## config.mk

```make
export PLATFORM = sky130hd
export DESIGN_NAME = clock_page_replacement
export DESIGN_NICKNAME = d
export VERILOG_FILES = /design/src/cpr_pkg.sv /design/src/clock_page_replacement.sv
export SDC_FILE = /design/constraint.sdc
export NUM_CORES = 2
export LEC_CHECK = 0
export CAP_MARGIN = 30
export CORE_UTILIZATION = 48
export CTS_CLUSTER_SIZE = 30
export DETAILED_ROUTE_END_ITERATION = 8
export DONT_BUFFER_PORTS = 1
export GPL_ROUTABILITY_DRIVEN = 1
export PLACE_DENSITY_LB_ADDON = 0.25
export SETUP_SLACK_MARGIN = 0.02
export SYNTH_ARGS = -nofsm -noshare
export SYNTH_HDL_FRONTEND = slang
export SYNTH_SLANG_ARGS = --single-unit
export TNS_END_PERCENT = 50
```

## constraint.sdc

```tcl
create_clock -name clk -period 19.8 [get_ports clk]
set_input_delay 0 -clock clk [delete_from_list [all_inputs] [get_ports clk]]
set_output_delay 0 -clock clk [all_outputs]
set_load 0.05 [all_outputs]
```

## src/cpr_pkg.sv

```systemverilog
// ----------------------------------------------------------------------------
// cpr_pkg
// shared sizes for the clock page replacement cache and its checker
// ----------------------------------------------------------------------------
package cpr_pkg;

  // built capacity and page number width
  localparam int MAX_ENTRIES = 128;
  localparam int PAGE_BITS   = 20;

  // entry index and entry count widths
  localparam int IDX_W = (MAX_ENTRIES > 1) ? $clog2(MAX_ENTRIES) : 1;
  localparam int CNT_W = $clog2(MAX_ENTRIES + 1);

  // configuration register
  localparam int CFG_W         = 8;
  localparam int CFG_RESET_VAL = 16;

  // width used for size and fill comparisons
  localparam int SZ_W = (CNT_W > CFG_W) ? CNT_W : CFG_W;

  // running hit count
  localparam int HIT_W = 32;

endpackage

```

## src/clock_page_replacement.sv

```systemverilog
// ----------------------------------------------------------------------------
// clock_page_replacement
// fully associative page cache with clock (second chance) replacement
// ----------------------------------------------------------------------------
// throughput: one item at a time, the next taken once the result is loaded
//   into the output register; the tag scan reads one entry and the sweep
//   clears one bit a cycle
// reset: synchronous, active low; reference bits, hand, fill and hit counts clear
//   at once, tag memory is left as is (entries read only once filled)
// ----------------------------------------------------------------------------
module clock_page_replacement (
  input  logic                           clk,
  input  logic                           rst_n,
  // configuration write (cache_size)
  input  logic                           cfg_valid,
  output logic                           cfg_ready,
  input  logic [cpr_pkg::CFG_W-1:0]      cfg_cache_size,
  // page item in
  input  logic                           in_valid,
  output logic                           in_ready,
  input  logic [cpr_pkg::PAGE_BITS-1:0]  in_page,
  // result item out
  output logic                           out_valid,
  input  logic                           out_ready,
  output logic                           out_hit,
  output logic [cpr_pkg::IDX_W-1:0]      out_slot,
  output logic                           out_evicted_valid,
  output logic [cpr_pkg::PAGE_BITS-1:0]  out_evicted_page,
  output logic [cpr_pkg::HIT_W-1:0]      out_hit_total
);

  localparam int IDX_W = cpr_pkg::IDX_W;
  localparam int SZ_W  = cpr_pkg::SZ_W;
  localparam int PG_W  = cpr_pkg::PAGE_BITS;
  localparam int HIT_W = cpr_pkg::HIT_W;
  localparam int MAXE  = cpr_pkg::MAX_ENTRIES;

  // one-hot sequencer states
  typedef enum logic [4:0] {
    ST_IDLE  = 5'b00001,  // waiting for an item
    ST_SCAN  = 5'b00010,  // pipelined tag search, one entry per cycle
    ST_SWEEP = 5'b00100,  // clock hand clearing reference bits
    ST_EREAD = 5'b01000,  // victim tag arriving from memory
    ST_DONE  = 5'b10000   // result ready, waiting for the output register
  } state_t;

  // tag memory, one read and one write port, registered read data
  logic [PG_W-1:0]   tags_mem [MAXE];
  logic [PG_W-1:0]   rd_data_r;
  logic              mem_we;
  logic [IDX_W-1:0]  mem_waddr;
  logic [IDX_W-1:0]  mem_raddr;

  state_t            state_r, state_nxt;
  logic [SZ_W-1:0]   cfg_r;
  logic [PG_W-1:0]   page_r, page_nxt;
  logic [SZ_W-1:0]   iss_r, iss_nxt;        // next entry to read in the scan
  logic              cmp_vld_r, cmp_vld_nxt; // read data is due for compare
  logic [IDX_W-1:0]  cmp_idx_r, cmp_idx_nxt;
  logic [SZ_W-1:0]   filled_r, filled_nxt;
  logic [IDX_W-1:0]  hand_r, hand_nxt;
  logic [HIT_W-1:0]  hits_r, hits_nxt;
  logic [MAXE-1:0]   ref_r, ref_nxt;

  // result held until the output register is free
  logic              res_hit_r, res_hit_nxt;
  logic [IDX_W-1:0]  res_slot_r, res_slot_nxt;
  logic              res_ev_r, res_ev_nxt;
  logic [PG_W-1:0]   res_ev_page_r, res_ev_page_nxt;

  logic              out_valid_r;
  logic              out_hit_r;
  logic [IDX_W-1:0]  out_slot_r;
  logic              out_ev_r;
  logic [PG_W-1:0]   out_ev_page_r;
  logic [HIT_W-1:0]  out_hits_r;
  logic              out_load;

  // live size: zero counts as one, clipped to the built capacity
  logic [SZ_W-1:0]   live_size;
  logic [SZ_W-1:0]   valid_cnt;
  logic [IDX_W-1:0]  hand_h;
  logic [IDX_W-1:0]  hand_inc;

  assign live_size = (cfg_r == '0) ? SZ_W'(1) :
                     (cfg_r > SZ_W'(MAXE)) ? SZ_W'(MAXE) : cfg_r;
  assign valid_cnt = (filled_r < live_size) ? filled_r : live_size;

  // a hand left beyond a shrunk size restarts at entry zero
  assign hand_h   = (SZ_W'(hand_r) >= live_size) ? '0 : hand_r;
  assign hand_inc = ((SZ_W'(hand_h) + SZ_W'(1)) == live_size) ? '0 :
                    hand_h + IDX_W'(1);

  assign cfg_ready = 1'b1;
  assign in_ready  = (state_r == ST_IDLE);
  assign out_load  = (state_r == ST_DONE) && (!out_valid_r || out_ready);

  always_comb begin
    state_nxt       = state_r;
    page_nxt        = page_r;
    iss_nxt         = iss_r;
    cmp_vld_nxt     = 1'b0;
    cmp_idx_nxt     = cmp_idx_r;
    filled_nxt      = filled_r;
    hand_nxt        = hand_r;
    hits_nxt        = hits_r;
    ref_nxt         = ref_r;
    res_hit_nxt     = res_hit_r;
    res_slot_nxt    = res_slot_r;
    res_ev_nxt      = res_ev_r;
    res_ev_page_nxt = res_ev_page_r;
    mem_we          = 1'b0;
    mem_waddr       = '0;
    mem_raddr       = iss_r[IDX_W-1:0];

    unique case (state_r)
      ST_IDLE: begin
        if (in_valid) begin
          page_nxt  = in_page;
          iss_nxt   = '0;
          state_nxt = ST_SCAN;
        end
      end

      ST_SCAN: begin
        if (cmp_vld_r && (rd_data_r == page_r)) begin
          // first matching entry in index order
          res_hit_nxt     = 1'b1;
          res_slot_nxt    = cmp_idx_r;
          res_ev_nxt      = 1'b0;
          res_ev_page_nxt = '0;
          ref_nxt[cmp_idx_r] = 1'b1;
          if (hits_r != '1) begin
            hits_nxt = hits_r + HIT_W'(1);
          end
          state_nxt = ST_DONE;
        end else if (iss_r >= valid_cnt) begin
          // every filled entry compared without a match
          res_hit_nxt     = 1'b0;
          res_ev_page_nxt = '0;
          if (filled_r < live_size) begin
            // free entry left: fill it in order
            mem_we     = 1'b1;
            mem_waddr  = filled_r[IDX_W-1:0];
            ref_nxt[filled_r[IDX_W-1:0]] = 1'b1;
            res_slot_nxt = filled_r[IDX_W-1:0];
            res_ev_nxt   = 1'b0;
            filled_nxt   = filled_r + SZ_W'(1);
            state_nxt    = ST_DONE;
          end else begin
            state_nxt = ST_SWEEP;
          end
        end else begin
          // read the next entry, compare it in the following cycle
          cmp_vld_nxt = 1'b1;
          cmp_idx_nxt = iss_r[IDX_W-1:0];
          iss_nxt     = iss_r + SZ_W'(1);
        end
      end

      ST_SWEEP: begin
        if (ref_r[hand_h]) begin
          // second chance: clear and move on
          ref_nxt[hand_h] = 1'b0;
          hand_nxt        = hand_inc;
        end else begin
          // victim found, fetch its tag
          hand_nxt  = hand_h;
          mem_raddr = hand_h;
          state_nxt = ST_EREAD;
        end
      end

      ST_EREAD: begin
        mem_we          = 1'b1;
        mem_waddr       = hand_r;
        ref_nxt[hand_r] = 1'b1;
        res_slot_nxt    = hand_r;
        res_ev_nxt      = 1'b1;
        res_ev_page_nxt = rd_data_r;
        state_nxt       = ST_DONE;
      end

      ST_DONE: begin
        if (out_load) begin
          state_nxt = ST_IDLE;
        end
      end

      default: begin
        state_nxt = ST_IDLE;
      end
    endcase
  end

  // tag memory
  always_ff @(posedge clk) begin
    if (mem_we) begin
      tags_mem[mem_waddr] <= page_r;
    end
    rd_data_r <= tags_mem[mem_raddr];
  end

  // control state
  always_ff @(posedge clk) begin
    if (!rst_n) begin
      state_r     <= ST_IDLE;
      cfg_r       <= SZ_W'(cpr_pkg::CFG_RESET_VAL);
      cmp_vld_r   <= 1'b0;
      filled_r    <= '0;
      hand_r      <= '0;
      hits_r      <= '0;
      ref_r       <= '0;
      out_valid_r <= 1'b0;
    end else begin
      state_r   <= state_nxt;
      cmp_vld_r <= cmp_vld_nxt;
      filled_r  <= filled_nxt;
      hand_r    <= hand_nxt;
      hits_r    <= hits_nxt;
      ref_r     <= ref_nxt;
      if (cfg_valid) begin
        cfg_r <= SZ_W'(cfg_cache_size);
      end
      if (out_load) begin
        out_valid_r <= 1'b1;
      end else if (out_ready) begin
        out_valid_r <= 1'b0;
      end
    end
  end

  // payload registers
  always_ff @(posedge clk) begin
    page_r        <= page_nxt;
    iss_r         <= iss_nxt;
    cmp_idx_r     <= cmp_idx_nxt;
    res_hit_r     <= res_hit_nxt;
    res_slot_r    <= res_slot_nxt;
    res_ev_r      <= res_ev_nxt;
    res_ev_page_r <= res_ev_page_nxt;
    if (out_load) begin
      out_hit_r     <= res_hit_r;
      out_slot_r    <= res_slot_r;
      out_ev_r      <= res_ev_r;
      out_ev_page_r <= res_ev_page_r;
      out_hits_r    <= hits_r;
    end
  end

  assign out_valid         = out_valid_r;
  assign out_hit           = out_hit_r;
  assign out_slot          = out_slot_r;
  assign out_evicted_valid = out_ev_r;
  assign out_evicted_page  = out_ev_page_r;
  assign out_hit_total     = out_hits_r;

endmodule

```

Word level (Yosys, flattened, before mapping)

Memories as Yosys holds them, arrays and structs flattened. A register that Yosys moved wholly into a read port is not among the register bits.
Cells that the tools add are included.

Bits in registers: 315
Memory bits (writable): 2560
Input port bits: 33
Word-level logic and storage cells: 147
Memories kept: 1

Add/sub/neg operators: 5
Order comparisons: 12
Equality and inequality tests: 16
Muxes and demuxes: 59
Bitwise logic cells: 9
Reduce and logical (&&, ||, !) cells: 25

Memory list:

| memory   | words | width | rd ports | clocked after Yosys merged registers in | wr ports | line                         | source |
|---|---|---|---|---|---|---|---|
| tags_mem | 128   | 20    | 1        | 1                                       | 1        | clock_page_replacement.sv:48 | `logic [PG_W-1:0] tags_mem [MAXE];` |

Operators with widths:

| kind                    | count |
|---|---|
| $mux W128               | 4 |
| $or A128 B128 Y128      | 3 |
| $pmux W128 S3           | 1 |
| $and A128 B128 Y128     | 1 |
| $not A128 Y128          | 1 |
| $mux W7                 | 11 |
| $mux W8                 | 6 |
| $mux W20                | 2 |
| $pmux W20 S2            | 1 |
| $add A32 B1 Y32 const B | 1 |
| $lt A7 B8 Y1 const B    | 4 |
| $ne A32 B32 Y1 const B  | 1 |
| $mux W5                 | 6 |
| $demux W1 S7            | 4 |
| $ge A7 B1 Y1 const B    | 4 |
| $pmux W7 S2             | 2 |
| $pmux W5 S5             | 1 |
| $eq A20 B20 Y1          | 1 |
| $mux W1                 | 17 |
| $add A8 B1 Y8 const B   | 2 |
| $pmux W8 S2             | 1 |
| $reduce_and A4 Y1       | 4 |
| $ne A2 B2 Y1 const B    | 6 |
| $reduce_and A3 Y1       | 3 |
| 24 further kinds        | 39 |

Depth between registers and ports, before layout

Depth after elaboration: 13
Gate-level depth with buffers: 31
Mapped depth without buffers: 27

Worst setup path before layout

No wires, ideal clock.

Kind: register -> register
Start: register cfg_r[7]
End: register res_ev_r, enable pin
Setup time: 375 ps
Arrival time: 6384 ps
Data required time: 19425 ps
Path slack: 13041 ps
Stages on the path, launching flop included: 30
Clock period less this slack: 6759 ps
Cell sequence: dfxtp_1 clkbuf_1 nor2b_1 inv_1 ha_1 o31ai_1 a21boi_0 o21a_1 o21a_1 o21a_1 o21a_1 o21ai_0 nand2b_1 clkbuf_1 nor2_1 a21oi_1 ha_1 a21o_1 a21o_1 a21o_1 a21o_1 a21o_1 a21o_1 a21oi_1 and2_0 a21oi_1 nand2_1 clkinv_1 clkbuf_1 buf_1

Word-level cells in the longest chain between the ends: 8
Elaborated cells on any way between the ends: 10
Those cells by class: order compare (3); eq/ne (2); mux (3); reduce/logical (2)

RTL lines:

| what                                 | line                                                        | source |
|---|---|---|
| start: declaration                   | clock_page_replacement.sv:55                                | `logic [SZ_W-1:0] cfg_r;` |
| start signal: assignment             | clock_page_replacement.sv:208                               | `cfg_r <= SZ_W'(cpr_pkg::CFG_RESET_VAL);` |
| start signal: assignment             | clock_page_replacement.sv:223                               | `cfg_r <= SZ_W'(cfg_cache_size);` |
| $gt A8 B8 Y1                         | clock_page_replacement.sv:86                                | `(cfg_r > SZ_W'(MAXE)) ? SZ_W'(MAXE) : cfg_r;` |
| $mux W8                              | clock_page_replacement.sv:86                                |  |
| $mux W8 *                            | clock_page_replacement.sv:85                                | `assign live_size = (cfg_r == '0) ? SZ_W'(1) :` |
| $lt A8 B8 Y1                         | clock_page_replacement.sv:87, clock_page_replacement.sv:141 |  |
| $mux W8                              | clock_page_replacement.sv:87                                | `assign valid_cnt = (filled_r < live_size) ? filled_r : live_size;` |
| $ge A8 B8 Y1                         | clock_page_replacement.sv:137                               | `end else if (iss_r >= valid_cnt) begin` |
| $ne A3 B3 Y1 (no source line)        | -                                                           |  |
| $reduce_and A3 Y1 (no source line) * | -                                                           |  |
| end signal: assignment               | clock_page_replacement.sv:240                               | `res_ev_r <= res_ev_nxt;` |
| end: declaration                     | clock_page_replacement.sv:68                                | `logic res_ev_r, res_ev_nxt;` |

Every way passes the cells marked *; elsewhere a longest branch is shown, timed or not.
A chain may end at the register's enable or synchronous reset.

Worst setup path in the final report

Start: register hand_r[2]
End: register rd_data_r[17], read port of tags_mem

Word-level cells in the longest chain between the ends: 6

RTL lines:

| what                          | line                          | source |
|---|---|---|
| start: declaration            | clock_page_replacement.sv:61  | `logic [IDX_W-1:0] hand_r, hand_nxt;` |
| start signal: assignment      | clock_page_replacement.sv:219 | `hand_r <= hand_nxt;` |
| $ge A7 B8 Y1                  | clock_page_replacement.sv:90  | `assign hand_h = (SZ_W'(hand_r) >= live_size) ? '0 : hand_r;` |
| $mux W7 *                     | clock_page_replacement.sv:90  |  |
| $bmux W1 S7                   | clock_page_replacement.sv:162 | `if (ref_r[hand_h]) begin` |
| $mux W1 (implied by the code) | clock_page_replacement.sv:162 |  |
| $mux W7 *                     | clock_page_replacement.sv:162 |  |
| $mux W7 *                     | clock_page_replacement.sv:116 | `unique case (state_r)` |
| end: declaration              | clock_page_replacement.sv:49  | `logic [PG_W-1:0] rd_data_r;` |

Every way passes the cells marked *; elsewhere a longest branch is shown, timed or not. The select of a mux whose other input is x is not followed.

==> results_dict.tcl <==
set metrics [dict create \
    route.met3.wl_um 60000 \
    clock-sinks 2895 \
    cap_violations 0 \
    grt_pass1_wl_um 589000 \
    max_freq_mhz 109 \
    rr_startpoint "hand_r[2]" \
    ff2ff_setup_slack_ns 10.62 \
    io_buffers 0 \
    die_y_um 501 \
    ys_async_sr_fraction 0 \
    muxShareOfSynthArea 0.0250 \
    cp.required_ns 20.69 \
    syn_area_mm2 0.120 \
    post-route-min-period_ns 9.18 \
    antenna_found_initial 29 \
    met2_length_um 181000 \
    num_rows 182 \
    vias_per_cell 6.65 \
    synth-simple-area-share 0.115 \
    hold_end "state_r[2]" \
    yosysMostFrequentCell "edfxtp_1" \
    cts_tree "built" \
    synthTopCellsByArea "edfxtp_1 (67%), nand2_1 (5.7%), dfxtp_1 (3.5%)" \
    hold_viol_final 0 \
    critPathKind "flip-flop to flip-flop" \
    p_leak_nw 44.1 \
    die-area_mm2 0.251 \
    period_share 0.464 \
    layout-drive-gt1-share 0.116 \
    r2r_cells 20 \
    synth-xor-area-share 0.00498 \
    synth_area_per_cell_um2 13.2 \
    fp.dieW_um 501 \
    drcViolationCount 2 \
    syn2layout_area_growth_pct 13.3 \
    drt-met1-wl_um 159000 \
    min_path_cells 5 \
    place.gp.congestion 1.00 \
    routed.top_layer "met5" \
    io_pins 97 \
    yosysTopAreaCell "edfxtp_1" \
    critical_path.max_fanout 131 \
    min_from "in_valid" \
    slew_viol_final 0 \
    htree_levels 5 \
    yosys-top-cells-count "edfxtp_1 (2685), nand2_1 (1803), nand3_1 (456), a21oi_1 (366), a211oi_1 (320)" \
    cts_made_buffers 311 \
    ant_nets 0 \
    skew_ns 0.0781 \
    synthAdderAreaFrac 0.00272 \
    synth_warnings 0 \
    grt_overflow 0 \
    reg2reg_to "rd_data_r[17]" \
    synth_compound_area_frac 0.114 \
    ys_ff_latch 2895 \
    max_slew_margin 0.202 \
    setup_violations 0 \
    start_util 0.485 \
    path_clk_slew_ns 0.06 \
    critPathLaunchType "flip-flop" \
    synth_top_area_share 0.674 \
    grt_util_all_layers 0.329 \
    synth_edf_count 2685 \
    vias 84600 \
    cp-end-kind "flip-flop" \
    dr.pass1.iters 9 \
    finalSetupTns_ns 0 \
    grt_max_degree 146 \
    cp_data_arrival_time_ns 10.06 \
    min_path_type "input port to flip-flop" \
    finalNetCount 9241 \
    worst_slew_pin_slew_ns 1.19 \
    p_total_mw 13.8 \
    post_cts_buffers 0 \
    hpwlAfterDp_um 260000 \
    irDropWorstVdd_mv 0.0806 \
    clockBufferDepth 4 \
    coreArea_mm2 0.247 \
    wl_per_cell_um 33.1 \
    rsz0062_at_grt "false" \
    outcome "finished, violations left" \
    synth_nets 9155 \
    n_fill_cell 19900 \
    ys_types 105 \
    violations "design-rule violations" \
    clock_latency_ns 0.98 \
    drt-initial-drc-count 14900 \
    synthCells 9096 \
    synth_top_family_by_area "simple AND/OR/NAND/NOR gates" \
    yosysSeqAreaShare 0.709 \
    clockRootBuffer "clkbuf_16" \
    power.density_mw_per_mm2 102 \
    grt_pass1_vias 77800 \
    finalWirelength_um 422000 \
    synth_top_flop_cell "edfxtp_1" \
]
-- worst max-delay path, cell delays in order (launching register included) --
cell,delay (ns)
dfxtp_4,0.33
buf_4,0.60
buf_4,0.54
nor2b_1,0.31
a22oi_1,0.22
o221ai_1,0.16
a311o_1,0.47
o31ai_2,0.50
nand2b_1,0.43
nand3_1,0.30
buf_4,0.28
nand2_4,0.32
buf_12,0.51
buf_4,0.66
buf_12,0.52
mux2i_1,0.18
a32oi_1,0.38
a31oi_1,0.41
nor3_1,0.86
o21ai_0,0.47
a211oi_1,0.31
-- through the flow --
stage	hold WS, ns	instance area [um2]	setup WS, ns	utilization	std cells
2_1_floorplan	0.0989	120000	13.04	-	9096
3_3_place_gp	0.0893	123000	11.07	0.498	12000
3_5_place_dp	0.0847	125000	11.00	0.507	12100
4_1_cts	0.0228	135000	11.03	0.548	12700
5_1_grt	0.115	136000	10.54	0.549	12700
6_report	0.0784	136000	10.62	0.549	12700
-- logic make-up after synthesis --
logic type | Yosys count
other cells | 1
fa+ha+maj | 26
xor+xnor | 68
compound gates | 1986
buf+inv | 700
simple gates | 3135
flops | 2895
mux | 285
-- power breakdown --
part	switching, mW	internal (mW)	total [mW]
Clock	2.36	3.16	5.52
Sequential	0.0953	6.75	6.85
Combinational	1.12	0.336	1.46
-- layout by cell type (no fill, tap or decap), types with 61 or more instances in the layout --
master,Yosys,final
a311oi_1,178,177
a32oi_1,61,61
o22ai_1,98,93
nor2_2,1,134
dlygate4sd3_1,0,69
mux2_2,75,74
clkbuf_1,275,69
nand3_1,456,454
a21oi_1,366,361
buf_8,0,110
a221oi_1,76,76
edfxtp_1,2685,2685
clkbuf_16,0,321
dfxtp_1,210,207
a211oi_1,320,316
a22oi_1,154,154
a31oi_1,186,184
mux2i_1,205,201
nand2_1,1803,1799
nor2_1,318,181
and3_1,279,279
nor3_1,82,72
o21ai_0,302,302
buf_4,99,202
-- routing by layer --
layer  track usage  vias to the layer above
li1              -                    35000
met1         0.459                    42000
met2         0.474                     6559
met3        0.0928                     1051
met4         0.154                       20
met5             0                        -
-- cell type report --
class	instances	area, um2	area share
flip-flops and latches	2895	84800	0.626
multi-input cells	5501	32100	0.237
clock buffers	400	8430	0.0621
repair buffers	439	4960	0.0366
well taps	3312	4140	0.0306
clock inverters	135	1010	0.00744
inverters	34	131	0.000969
diodes	12	30.0	0.000221
-- worst max-delay path by stage --
stage,startpoint,cells after the start,slack [ns],to
after floorplan,cfg_r[7],29,13.04,res_ev_r
after global placement,hand_r[2],20,11.07,rd_data_r[17]
after detailed placement,hand_r[2],20,11.00,rd_data_r[17]
after CTS,hand_r[2],20,11.03,rd_data_r[17]
after global routing,hand_r[2],20,10.54,rd_data_r[17]
final,hand_r[2],20,10.62,rd_data_r[17]
-- state kept, by name (all words and copies together) (netlist names), 20 cells and up --
signal	flops
tags_mem	2560
rd_data_r	20
res_ev_page_r	20
ref_r	128
hits_r	32
page_r	20
out_evicted_page	20
out_hit_total	32
-- what timing repair did --
item	in CTS	in global routing
hold endpoints to repair	222	0
gates resized for setup	0	0
hold buffers	70	0
endpoints found under the setup margin	0	0
No activity file was read; power rests on OpenSTA's default activity.
